$ cat src/rtl/core/dlb_pkg.sv
package dlb_pkg;

   // list geometry
   localparam int unsigned DLB_ENTRIES = 32;
   localparam int unsigned ALIGN_BYTES = 128;
   localparam int unsigned USED_W      = $clog2(DLB_ENTRIES + 1);
   localparam int unsigned ALIGN_W     = $clog2(ALIGN_BYTES);

   // divider geometry
   localparam int unsigned DIV_DIVIDEND_W = 33;
   localparam int unsigned DIV_DIVISOR_W  = 16;
   localparam int unsigned DIV_COUNT_W    = $clog2(DIV_DIVIDEND_W + 1);

   // request kinds
   localparam logic OP_START  = 1'b0;
   localparam logic OP_REGION = 1'b1;

   // status codes
   localparam logic [2:0] ST_OK          = 3'd0;
   localparam logic [2:0] ST_BAD_STATE   = 3'd1;
   localparam logic [2:0] ST_INVALID     = 3'd2;
   localparam logic [2:0] ST_TOO_LARGE   = 3'd3;
   localparam logic [2:0] ST_OUT_ENTRIES = 3'd4;
   localparam logic [2:0] ST_TOO_SMALL   = 3'd5;

   // register indexes
   localparam logic [1:0] REG_RING_BYTES   = 2'd0;
   localparam logic [1:0] REG_NOTIFY_COUNT = 2'd1;
   localparam logic [1:0] REG_FRAME_BYTES  = 2'd2;

   // divider handshake
   typedef struct packed {
      logic busy;
      logic done;
   } dlb_div_status_type;

endpackage

$ cat src/rtl/core/dlb_divider.sv
module dlb_divider (
   input  logic                                     clock,
   input  logic                                     reset,
   input  logic                                     start,
   input  logic [dlb_pkg::DIV_DIVIDEND_W-1:0]       dividend,
   input  logic [dlb_pkg::DIV_DIVISOR_W-1:0]        divisor,
   output dlb_pkg::dlb_div_status_type              div_status,
   output logic [dlb_pkg::DIV_DIVIDEND_W-1:0]       quotient,
   output logic [dlb_pkg::DIV_DIVISOR_W-1:0]        remainder
);

   logic [dlb_pkg::DIV_COUNT_W-1:0]    count_ff, count_in;
   logic                               done_ff, done_in;
   logic [dlb_pkg::DIV_DIVIDEND_W-1:0] quo_ff, quo_in;
   logic [dlb_pkg::DIV_DIVISOR_W-1:0]  rem_ff, rem_in;
   logic [dlb_pkg::DIV_DIVISOR_W-1:0]  dvs_ff, dvs_in;
   logic [dlb_pkg::DIV_DIVISOR_W:0]    trial;
   logic                               fits;

   // one quotient bit per cycle, restoring
   always_comb begin
      trial    = {rem_ff, quo_ff[dlb_pkg::DIV_DIVIDEND_W-1]};
      fits     = trial >= {1'b0, dvs_ff};
      count_in = count_ff;
      done_in  = 1'b0;
      quo_in   = quo_ff;
      rem_in   = rem_ff;
      dvs_in   = dvs_ff;
      if (start && count_ff == '0) begin
         count_in = dlb_pkg::DIV_COUNT_W'(dlb_pkg::DIV_DIVIDEND_W);
         quo_in   = dividend;
         rem_in   = '0;
         dvs_in   = divisor;
      end else if (count_ff != '0) begin
         count_in = count_ff - 1'b1;
         done_in  = count_ff == dlb_pkg::DIV_COUNT_W'(1);
         quo_in   = {quo_ff[dlb_pkg::DIV_DIVIDEND_W-2:0], fits};
         if (fits) begin
            rem_in = dlb_pkg::DIV_DIVISOR_W'(trial - {1'b0, dvs_ff});
         end else begin
            rem_in = trial[dlb_pkg::DIV_DIVISOR_W-1:0];
         end
      end
   end

   always_ff @(posedge clock) begin
      if (reset) begin
         count_ff <= '0;
         done_ff  <= 1'b0;
      end else begin
         count_ff <= count_in;
         done_ff  <= done_in;
      end
      quo_ff <= quo_in;
      rem_ff <= rem_in;
      dvs_ff <= dvs_in;
   end

   assign div_status.busy = count_ff != '0;
   assign div_status.done = done_ff;
   assign quotient        = quo_ff;
   assign remainder       = rem_ff;

endmodule

$ cat src/rtl/core/dma_descriptor_list_builder_unit.sv
// channel   | direction | contents
// req_      | in        | tdata {region_size, region_addr}, tuser opcode, tlast last_region
// rsp_      | out       | tdata entry/status fields, tuser is_status, tlast last
// csr_      | in        | ring_bytes @0x0, notify_count @0x4, frame_bytes @0x8
//
// a start runs the shared 33-step divider once (frame check) if frame_bytes is not
// zero, then again (interrupt spacing) if that check passes and notify_count is nonzero
// a region runs S_CALC1, S_CALC2, S_EMIT per entry, and S_STATUS for a closing status
// one item at a time: req_tready is high only while the sequencer is idle
// a stalled rsp_ holds the sequencer at its next result; reset is synchronous
module dma_descriptor_list_builder_unit (
   input  logic         clock,
   input  logic         reset,
   // request stream
   input  logic         req_tvalid,
   output logic         req_tready,
   input  logic [103:0] req_tdata,   // region_addr[63:0], region_size[103:64]
   input  logic         req_tuser,   // opcode
   input  logic         req_tlast,   // last_region
   // result stream
   output logic         rsp_tvalid,
   input  logic         rsp_tready,
   output logic [111:0] rsp_tdata,   // entry_index[5:0], entry_addr[69:6],
                                     // entry_length[101:70], entry_irq[102],
                                     // status[105:103], last_valid_index[111:106]
   output logic         rsp_tuser,   // is_status
   output logic         rsp_tlast,   // last
   // register port
   input  logic         csr_psel,
   input  logic         csr_penable,
   input  logic         csr_pwrite,
   input  logic [3:0]   csr_paddr,
   input  logic [31:0]  csr_pwdata,
   output logic [31:0]  csr_prdata,
   output logic         csr_pready
);

   localparam logic [3:0] S_IDLE   = 4'd0;
   localparam logic [3:0] S_DIV1   = 4'd1;
   localparam logic [3:0] S_DIV2   = 4'd2;
   localparam logic [3:0] S_STATUS = 4'd3;
   localparam logic [3:0] S_CALC1  = 4'd4;
   localparam logic [3:0] S_CALC2  = 4'd5;
   localparam logic [3:0] S_EMIT   = 4'd6;

   localparam int unsigned UW = dlb_pkg::USED_W;

   logic [3:0]  state_ff, state_in;
   logic [31:0] ring_ff, ring_in;
   logic [15:0] notify_ff, notify_in;
   logic [15:0] frame_ff, frame_in;
   logic [31:0] bd_ff, bd_in;
   logic [32:0] nip_ff, nip_in;
   logic [31:0] spacing_ff, spacing_in;
   logic [UW-1:0] used_ff, used_in;
   logic        open_ff, open_in;
   logic [63:0] addr_ff, addr_in;
   logic [31:0] size_ff, size_in;
   logic [31:0] off_ff, off_in;
   logic        lastreg_ff, lastreg_in;
   logic [31:0] todo_ff, todo_in;
   logic [33:0] ipos_ff, ipos_in;
   logic        irq_ff, irq_in;
   logic [2:0]  code_ff, code_in;
   logic [5:0]  lvi_ff, lvi_in;
   logic        ov_ff, ov_in;
   logic        ostat_ff, ostat_in;
   logic [111:0] odata_ff, odata_in;
   logic        olast_ff, olast_in;

   logic        div_start;
   logic [32:0] div_dividend;
   logic [15:0] div_divisor;
   dlb_pkg::dlb_div_status_type div_status;
   logic [32:0] div_quotient;
   logic [15:0] div_remainder;

   logic        req_fire;
   logic        cfg_write;
   logic        slot_free;
   logic [31:0] left_region;
   logic [31:0] left_ring;
   logic [33:0] reach;
   logic [33:0] gap;
   logic [32:0] bd_sum;
   logic [32:0] off_sum;
   logic [UW-1:0] used_next;
   logic        covered;
   logic        full;
   logic        region_done;

   dlb_divider u_divider (
      .clock      (clock),
      .reset      (reset),
      .start      (div_start),
      .dividend   (div_dividend),
      .divisor    (div_divisor),
      .div_status (div_status),
      .quotient   (div_quotient),
      .remainder  (div_remainder)
   );

   assign req_fire  = req_tvalid && req_tready;
   assign req_tready = state_ff == S_IDLE;
   assign cfg_write = csr_psel && csr_penable && csr_pwrite && csr_pready;
   assign slot_free = !ov_ff || rsp_tready;
   assign csr_pready = 1'b1;

   // register read back
   always_comb begin
      unique case (csr_paddr[3:2])
         dlb_pkg::REG_RING_BYTES:   csr_prdata = ring_ff;
         dlb_pkg::REG_NOTIFY_COUNT: csr_prdata = {16'd0, notify_ff};
         dlb_pkg::REG_FRAME_BYTES:  csr_prdata = {16'd0, frame_ff};
         default:                   csr_prdata = '0;
      endcase
   end

   // per-entry arithmetic
   always_comb begin
      left_region = size_ff - off_ff;
      left_ring   = ring_ff - bd_ff;
      reach       = {2'b00, bd_ff} + {2'b00, todo_ff};
      gap         = ipos_ff - {2'b00, bd_ff};
      bd_sum      = {1'b0, bd_ff} + {1'b0, todo_ff};
      off_sum     = {1'b0, off_ff} + {1'b0, todo_ff};
      used_next   = used_ff + 1'b1;
      covered     = bd_sum >= {1'b0, ring_ff};
      full        = used_next >= UW'(dlb_pkg::DLB_ENTRIES);
      region_done = off_sum >= {1'b0, size_ff};
   end

   // sequencer
   always_comb begin
      state_in   = state_ff;
      ring_in    = ring_ff;
      notify_in  = notify_ff;
      frame_in   = frame_ff;
      bd_in      = bd_ff;
      nip_in     = nip_ff;
      spacing_in = spacing_ff;
      used_in    = used_ff;
      open_in    = open_ff;
      addr_in    = addr_ff;
      size_in    = size_ff;
      off_in     = off_ff;
      lastreg_in = lastreg_ff;
      todo_in    = todo_ff;
      ipos_in    = ipos_ff;
      irq_in     = irq_ff;
      code_in    = code_ff;
      lvi_in     = lvi_ff;
      ov_in      = ov_ff && !rsp_tready;
      ostat_in   = ostat_ff;
      odata_in   = odata_ff;
      olast_in   = olast_ff;
      div_start    = 1'b0;
      div_dividend = {1'b0, ring_ff};
      div_divisor  = frame_ff;

      // register writes
      if (cfg_write) begin
         unique case (csr_paddr[3:2])
            dlb_pkg::REG_RING_BYTES:   ring_in   = csr_pwdata;
            dlb_pkg::REG_NOTIFY_COUNT: notify_in = csr_pwdata[15:0];
            dlb_pkg::REG_FRAME_BYTES:  frame_in  = csr_pwdata[15:0];
            default: ;
         endcase
      end

      unique case (state_ff)
         S_IDLE: begin
            if (req_fire) begin
               lvi_in = '0;
               if (req_tuser == dlb_pkg::OP_START) begin
                  open_in = 1'b0;
                  if (frame_ff == '0) begin
                     code_in  = dlb_pkg::ST_BAD_STATE;
                     state_in = S_STATUS;
                  end else begin
                     div_start = 1'b1;
                     state_in  = S_DIV1;
                  end
               end else if (!open_ff) begin
                  code_in  = dlb_pkg::ST_BAD_STATE;
                  state_in = S_STATUS;
               end else if (req_tdata[103:96] != '0) begin
                  open_in  = 1'b0;
                  code_in  = dlb_pkg::ST_TOO_LARGE;
                  state_in = S_STATUS;
               end else begin
                  addr_in    = req_tdata[63:0];
                  size_in    = req_tdata[95:64];
                  off_in     = '0;
                  lastreg_in = req_tlast;
                  if (req_tdata[95:64] != '0) begin
                     state_in = S_CALC1;
                  end else if (req_tlast) begin
                     open_in  = 1'b0;
                     code_in  = dlb_pkg::ST_TOO_SMALL;
                     state_in = S_STATUS;
                  end
               end
            end
         end

         // frame divisibility check, ring and notify_count bounds
         S_DIV1: begin
            if (div_status.done) begin
               if (ring_ff == '0 || div_remainder != '0 ||
                   notify_ff > 16'(dlb_pkg::DLB_ENTRIES)) begin
                  code_in  = dlb_pkg::ST_INVALID;
                  state_in = S_STATUS;
               end else if (notify_ff == '0) begin
                  spacing_in = '0;
                  nip_in     = '0;
                  bd_in      = '0;
                  used_in    = '0;
                  open_in    = 1'b1;
                  code_in    = dlb_pkg::ST_OK;
                  state_in   = S_STATUS;
               end else begin
                  div_start    = 1'b1;
                  div_dividend = {1'b0, ring_ff} + {17'd0, notify_ff} - 33'd1;
                  div_divisor  = notify_ff;
                  state_in     = S_DIV2;
               end
            end
         end

         // interrupt spacing, rounded up
         S_DIV2: begin
            div_divisor = notify_ff;
            if (div_status.done) begin
               spacing_in = div_quotient[31:0];
               nip_in     = div_quotient;
               bd_in      = '0;
               used_in    = '0;
               open_in    = 1'b1;
               code_in    = dlb_pkg::ST_OK;
               state_in   = S_STATUS;
            end
         end

         S_STATUS: begin
            if (slot_free) begin
               ov_in    = 1'b1;
               ostat_in = 1'b1;
               odata_in = {lvi_ff, code_ff, 1'b0, 32'd0, 64'd0, 6'd0};
               olast_in = 1'b1;
               state_in = S_IDLE;
            end
         end

         // clip to region and ring, align the next interrupt point
         S_CALC1: begin
            todo_in  = (left_region > left_ring) ? left_ring : left_region;
            ipos_in  = ({1'b0, nip_ff} + 34'(dlb_pkg::ALIGN_BYTES - 1)) &
                       ~34'(dlb_pkg::ALIGN_BYTES - 1);
            state_in = S_CALC2;
         end

         // interrupt decision and length cut
         S_CALC2: begin
            irq_in = 1'b0;
            if (spacing_ff != '0 && reach >= ipos_ff) begin
               irq_in = 1'b1;
               nip_in = nip_ff + {1'b0, spacing_ff};
               if (ipos_ff <= {2'b00, bd_ff}) begin
                  if (todo_ff > 32'(dlb_pkg::ALIGN_BYTES)) begin
                     todo_in = 32'(dlb_pkg::ALIGN_BYTES);
                  end
               end else if ({2'b00, todo_ff} > gap) begin
                  todo_in = gap[31:0];
               end
            end
            state_in = S_EMIT;
         end

         S_EMIT: begin
            if (slot_free) begin
               ov_in    = 1'b1;
               ostat_in = 1'b0;
               odata_in = {6'd0, 3'd0, irq_ff, todo_ff, addr_ff + {32'd0, off_ff},
                           used_ff[5:0]};
               olast_in = !covered && !full && region_done && !lastreg_ff;
               bd_in    = bd_sum[31:0];
               off_in   = off_sum[31:0];
               used_in  = used_next;
               lvi_in   = '0;
               if (covered) begin
                  open_in  = 1'b0;
                  code_in  = dlb_pkg::ST_OK;
                  lvi_in   = used_ff[5:0];
                  state_in = S_STATUS;
               end else if (full) begin
                  open_in  = 1'b0;
                  code_in  = dlb_pkg::ST_OUT_ENTRIES;
                  state_in = S_STATUS;
               end else if (!region_done) begin
                  state_in = S_CALC1;
               end else if (lastreg_ff) begin
                  open_in  = 1'b0;
                  code_in  = dlb_pkg::ST_TOO_SMALL;
                  state_in = S_STATUS;
               end else begin
                  state_in = S_IDLE;
               end
            end
         end

         default: state_in = S_IDLE;
      endcase
   end

   always_ff @(posedge clock) begin
      if (reset) begin
         state_ff   <= S_IDLE;
         ring_ff    <= '0;
         notify_ff  <= '0;
         frame_ff   <= '0;
         bd_ff      <= '0;
         nip_ff     <= '0;
         spacing_ff <= '0;
         used_ff    <= '0;
         open_ff    <= 1'b0;
         ov_ff      <= 1'b0;
      end else begin
         state_ff   <= state_in;
         ring_ff    <= ring_in;
         notify_ff  <= notify_in;
         frame_ff   <= frame_in;
         bd_ff      <= bd_in;
         nip_ff     <= nip_in;
         spacing_ff <= spacing_in;
         used_ff    <= used_in;
         open_ff    <= open_in;
         ov_ff      <= ov_in;
      end
      addr_ff    <= addr_in;
      size_ff    <= size_in;
      off_ff     <= off_in;
      lastreg_ff <= lastreg_in;
      todo_ff    <= todo_in;
      ipos_ff    <= ipos_in;
      irq_ff     <= irq_in;
      code_ff    <= code_in;
      lvi_ff     <= lvi_in;
      ostat_ff   <= ostat_in;
      odata_ff   <= odata_in;
      olast_ff   <= olast_in;
   end

   assign rsp_tvalid = ov_ff;
   assign rsp_tdata  = odata_ff;
   assign rsp_tuser  = ostat_ff;
   assign rsp_tlast  = olast_ff;

endmodule
$ cat config.mk
export PLATFORM = sky130hd
export DESIGN_NAME = dma_descriptor_list_builder_unit
export DESIGN_NICKNAME = d
export VERILOG_FILES = /design/src/rtl/core/dlb_pkg.sv /design/src/rtl/core/dlb_divider.sv /design/src/rtl/core/dma_descriptor_list_builder_unit.sv
export SDC_FILE = /design/constraint.sdc
export NUM_CORES = 2
export LEC_CHECK = 0
export ABC_CLOCK_PERIOD_IN_PS = 6400
export BUFFER_PORTS_ARGS = -buffer_cell sky130_fd_sc_hd__buf_2
export CAP_MARGIN = 10
export CORE_AREA = 2 2 441 268
export CTS_BUF_LIST = sky130_fd_sc_hd__clkbuf_8
export CTS_CLUSTER_SIZE = 40
export DETAILED_ROUTE_END_ITERATION = 8
export DIE_AREA = 0 0 443 270
export MAX_ROUTING_LAYER = met4
export PLACE_DENSITY_LB_ADDON = 0.3
export SYNTH_ARGS = -nofsm -noshare
export SYNTH_HDL_FRONTEND = slang
export SYNTH_SLANG_ARGS = --single-unit
$ cat constraint.sdc
create_clock -name clock -period 6.4 [get_ports clock]
set_clock_uncertainty 0.1 [all_clocks]
set_input_delay 0.32 -clock clock [delete_from_list [all_inputs] [get_ports clock]]
set_output_delay 0.32 -clock clock [all_outputs]
set_load 0.01 [all_outputs]
# After elaboration in Yosys (flattened, before gate mapping)
# Index checks and enable logic that the tools add are counted.
[op_classes]
add_sub_neg = 14
order_cmp = 10
eq_ne = 29
muxes = 119
bitwise = 2
n_reduce_logical = 53
[ops]
columns = ["op", "count"]
rows = [
  ["two-way mux 32 bit", 16],
  ["two-way mux 33 bit", 11],
  ["two-way mux 112 bit", 2],
  ["case mux 112 bit (2 select lines)", 1],
  ["case mux 32 bit (2 select lines)", 3],
  ["case mux 32 bit (3 select lines)", 2],
  ["adder 32 x 32 -> 33 bit", 3],
  ["case mux 33 bit (3 select lines)", 1],
  ["greater-or-equal comparator 33 x 32 -> 1 bit", 2],
  ["adder 64 x 32 -> 64 bit", 1],
  ["two-way mux 16 bit", 4],
  ["nonzero test 32 bit", 2],
  ["subtractor 32 bit", 2],
  ["two-way mux 6 bit", 10],
  ["two-way mux 3 bit", 19],
  ["two-way mux 4 bit", 10],
  ["adder 33 x 7 -> 34 bit (second input constant)", 1],
  ["greater-or-equal comparator 33 x 34 -> 1 bit", 1],
  ["greater-than comparator 32 x 34 -> 1 bit", 1],
  ["<= comparator 34 x 32 -> 1 bit", 1],
  ["subtractor 34 x 32 -> 34 bit", 1],
  ["adder 32 x 16 -> 33 bit", 1],
  ["adder 33 x 32 -> 33 bit", 1],
  ["subtractor 33 x 1 -> 33 bit (second input constant)", 1],
  ["55 further kinds", 130],
]
[totals]
ff_bits = 557
in_bits = 149

# Logic depth before layout (Yosys ltp)
[depth]
depth_word = 8
depth_mapped = 25

# Modules after synthesis
# A second synthesis with hierarchy kept.
[unflattened]
cells_unflattened = 4444
area_unflattened_um2 = 40252.4
[modules_own_cells]
columns = ["mod", "instances", "cells_per_inst", "area_per_inst_um2"]
rows = [
  ["dma_descriptor_list_builder_unit", 1, 4132, 36586.3],
  ["dlb_divider", 1, 312, 3666.0],
]

# Worst setup path before layout
# No wires, ideal clock.
[synth_path]
path_kind = "register -> register"
start = "register state_ff[2]"
end = "register odata_ff[0], in the netlist rsp_tdata[0] (enable)"
arrival_ns = 5.959
required_ns = 5.712
slack_ns = -0.247
path_stages_with_launch = 6
n_path_buf = 2
period_less_slack_ns = 6.647
path_cell_list = "dfxtp_1 > clkbuf_1 > buf_1 > xor2_1 > nand2_1 > nor2_1"
[synth_via]
elab_chain_len = 3
[synth_lines]
columns = ["element", "line_no", "text"]
rows = [
  ["start, declared", "dma_descriptor_list_builder_unit.sv:48", "logic [3:0] state_ff, state_in;"],
  ["start signal, assigned", "dma_descriptor_list_builder_unit.sv:329", "state_ff <= state_in;"],
  ["equality test 4 x 2 -> 1 bit / equality test 4 x 3 -> 1 bit (equally long branches)", "dma_descriptor_list_builder_unit.sv:171", "unique case (state_ff)"],
  ["!= test 2 bit (no line) / nonzero test 2 bit (equally long branches)", "n/a", ""],
  ["AND reduction 3 bit (no line) (*)", "n/a", ""],
  ["end signal, assigned", "dma_descriptor_list_builder_unit.sv:350", "odata_ff <= odata_in;"],
  ["end, declared", "dma_descriptor_list_builder_unit.sv:68", "logic [111:0] odata_ff, odata_in;"],
]
# Mark *: on every way between the ends. The rest lies on a longest branch, timed or not.
# A chain may end at the register's enable or synchronous reset.

# Worst setup path after layout
[layout_path]
start = "register bd_ff[1]"
end = "register todo_ff[10] (enable)"
[layout_via]
elab_chain_len = 5
[layout_lines]
columns = ["element", "line_no", "text"]
rows = [
  ["start, declared", "dma_descriptor_list_builder_unit.sv:52", "logic [31:0] bd_ff, bd_in;"],
  ["start signal, assigned", "dma_descriptor_list_builder_unit.sv:333", "bd_ff <= bd_in;"],
  ["adder 32 x 32 -> 33 bit", "dma_descriptor_list_builder_unit.sv:123", "reach = {2'b00, bd_ff} + {2'b00, todo_ff};"],
  ["greater-or-equal comparator 33 x 34 -> 1 bit", "dma_descriptor_list_builder_unit.sv:266", "if (spacing_ff != '0 && reach >= ipos_ff) begin"],
  ["logical AND 1 bit", "dma_descriptor_list_builder_unit.sv:266", ""],
  ["!= test 2 bit (no line)", "n/a", ""],
  ["AND reduction 4 bit (no line) (*)", "n/a", ""],
  ["end signal, assigned", "dma_descriptor_list_builder_unit.sv:344", "todo_ff <= todo_in;"],
  ["end, declared", "dma_descriptor_list_builder_unit.sv:61", "logic [31:0] todo_ff, todo_in;"],
]
# Marks and branches as above.

==> results_dict.tcl <==
set metrics [dict create \
    synthArstFlopShare_pct 0 \
    drcViolationCount 0 \
    synth_edf_count 361 \
    clkSlewWorstSetupHoldPaths_ns 0.07 \
    drt_wl_total_um 138000 \
    yosys_warnings 0 \
    min_period_ns 6.15 \
    powerDensity_nw_per_um2 208 \
    cp_slowest_cell "a311oi_1" \
    yosys.area_share.simple_pct 16.8 \
    cts_root_buffer "clkbuf_8" \
    yosysTopAreaCellShare_pct 27.0 \
    syn_area_um2 40100 \
    dp_hpwl_um 107000 \
    drt_iter0_markers 3658 \
    postPlaceCellArea_um2 44000 \
    avgSynthCellArea_um2 8.95 \
    insertion_delay_ns 0.82 \
    seq_area_um2 14700 \
    netlist_instances 4483 \
    worstPathMaxFanout 32 \
    cp.required_ns 6.83 \
    syn2layout_area_growth_pct 17.7 \
    synth_seq_cells 556 \
    syn-num-nets 5085 \
    rsz0062_at_grt "no" \
    synth_top_family_by_area "compound AO/OA/AOI/OAI gates" \
    synthAdderAreaFrac_pct 14.3 \
    h-tree-depth 3 \
    synthTopCellsByArea "edfxtp_1 27%, ha_1 14%, dfxtp_1 9.7%" \
    relSlewSlack_pct 10.3 \
    critical-path-max-stage-delay_ns 0.55 \
    synth.area.mux_share_pct 1.68 \
    initial_core_util_pct 34.7 \
    ys_seq_area_share_pct 36.8 \
    setup-violations-final 0 \
    synth_xor_area_share_pct 6.20 \
    grt_pass1_vias 33350 \
    path_class "reg -> reg" \
    hp-class "in -> reg" \
    vias_per_cell 5.45 \
    fin_crit_sh_pct 96.1 \
    grt_first_pass_wirelength_um 207000 \
    layout.nets 5580 \
    num_rows 97 \
    wl_per_cell_um 21.0 \
    synth_ff_type "edfxtp_1" \
    mostFrequentLayoutCells "445 x ha_1, 428 x a21oi_1, 403 x nand2_1" \
    final_common_cell "ha_1" \
    antenna_found_initial 3 \
    fmax_ghz 0.163 \
    vdd_drop_max_mv 0.143 \
    crit_path_end_kind "flop" \
    die_h_um 270 \
    slew_violations 0 \
    status "finished, final reports clean" \
    synth_top_area_cell "edfxtp_1" \
    die_w_um 443 \
    setup_ws_ns 0.250 \
    p_leak_nw 19.8 \
    cts_buffers 93 \
    clock_sinks 556 \
    cts_tree "done" \
    clockBufferDepth 3 \
    grt_max_degree 111 \
    drtPass1Iterations 6 \
    yosys.cell_types.count 80 \
    cp.arrival_ns 6.58 \
    num_vias 35932 \
    worst_slew_pin_slew_ns 1.33 \
    dp_slack_ns 0.253 \
    io_pins 298 \
    tns_ns 0 \
    synth_compound_area_share_pct 19.7 \
    fillers 11563 \
    layout-drive-gt1-share_pct 12.1 \
    io_buffer_count 294 \
    drtAntennaViolNets 0 \
    stdcell_area_um2 47200 \
    post_cts_buffers 0 \
    grt_overflow 0 \
    grt_use_total_pct 23.0 \
    gp_congestion 0.976 \
    finalHoldViolCount 0 \
    core_um2 116000 \
    start_kind "flop" \
    multi_input_area_um2 23700 \
    die-area_um2 120000 \
    maxCapViolCount 0 \
    crit_chain "inv_1, ha_1, or3b_2, o211ai_1, a311oi_1, a21oi_1, buf_4, a31oi_1, buf_4, o21a_1, o221a_2, o311ai_0, ha_1, nand3_1, nor4_1, nand2_1, nor4_1, buf_4, nor4_1, o221a_2, buf_12" \
]
-- per-layer routing --
metal	share of wire [%]	track usage, %
met5	0	-
met3	7.4	4.19
met1	52	35.6
met4	1.4	4.11
met2	40	30.8
-- final timing paths --
| kind | startpoint | to | slack, ns | cells after the start |
|---|---|---|---|---|
| worst max-delay path | bd_ff[1] | todo_ff[10] | 0.25 | 21 |
| worst min-delay path | req_tuser | code_ff[1] | 0.08 | 3 |
| worst max register to register | bd_ff[1] | todo_ff[10] | 0.25 | 21 |
| worst min register to register | spacing_ff[12] | spacing_ff[12] | 0.38 | 2 |
-- state kept, by name (all words and copies together) (netlist names), 3 cells and up --
register / flops
addr_ff: 64
bd_ff: 32
code_ff: 3
frame_ff: 16
ipos_ff: 27
lvi_ff: 6
nip_ff: 33
notify_ff: 16
off_ff: 32
ring_ff: 32
rsp_tdata: 112
size_ff: 32
spacing_ff: 32
state_ff: 3
todo_ff: 32
u_divider.count_ff: 6
u_divider.dvs_ff: 16
u_divider.quotient: 33
u_divider.remainder: 16
used_ff: 6
-- power by group --
group	switching (W)	leakage, nW	total, W	internal (W)
logic	0.00126	13.8	0.00210	0.000843
clock network	0.00164	1.03	0.00325	0.00161
registers	0.000248	4.92	0.00445	0.00420
-- worst max-delay path, delay by kind of cell, from the launching register on --
| kind | cells | cell delay (ns) |
|---|---|---|
| buffers and inverters | 5 | 0.92 |
| AO/OA/AOI/OAI | 8 | 2.06 |
| adder cells (fa/ha/maj) | 2 | 0.61 |
| flip-flops | 1 | 0.46 |
| AND/OR/NAND/NOR | 6 | 1.70 |
-- through the flow --
stage	hold slack (ns)	total power (W)	util, %	instances
4_1_cts	0.0345	0.00985	40.8	6583
3_5_place_dp	0.369	0.00652	38.0	6279
2_1_floorplan	0.319	0.00583	-	4483
3_3_place_gp	0.366	0.00650	38.0	6279
6_report	0.0786	0.00980	40.8	6587
5_1_grt	0.0505	0.0103	40.8	6585
-- cell families after synthesis --
logic type,after synthesis
AO/OA/AOI/OAI,1245
adder cells (fa/ha/maj),453
other,1
XOR/XNOR,284
buffers and inverters,484
multiplexers,65
AND/OR/NAND/NOR,1395
flip-flops,556
-- layout make-up --
type,count,share of cell area [%]
tap,1534,4.07
clock buffer,104,3.03
inverter,330,2.63
timing repair buffer,554,8.16
antenna,4,0.0212
multi-input combinational,3443,50.1
sequential,556,31.2
clock inverter,62,0.734
-- Yosys cell counts (31+ instances only) --
cell type	instances
mux2i_1	47
nor2b_1	41
edfxtp_1	361
dfxtp_1	195
nand3_1	121
inv_1	327
xor2_1	99
o22ai_1	33
nand4_1	53
and3_1	86
o21ai_0	204
a211oi_1	61
o21a_1	47
nor3_1	108
a31oi_1	45
ha_1	445
xnor2_1	185
clkbuf_1	134
a221oi_1	31
a21oi_1	430
nand2b_1	44
nor4_1	55
nor2_1	332
nand2_1	403
o21bai_1	32
a21o_1	159
and2_1	66
-- timing repair --
| item | CTS | global route |
|---|---|---|
| endpoints found under the hold margin | 209 | 0 |
| resized for setup | 0 | 12 |
| hold buffers | 138 | 0 |
| endpoints found under the setup margin | 0 | 100 |
(Power assumes the default switching activity.)
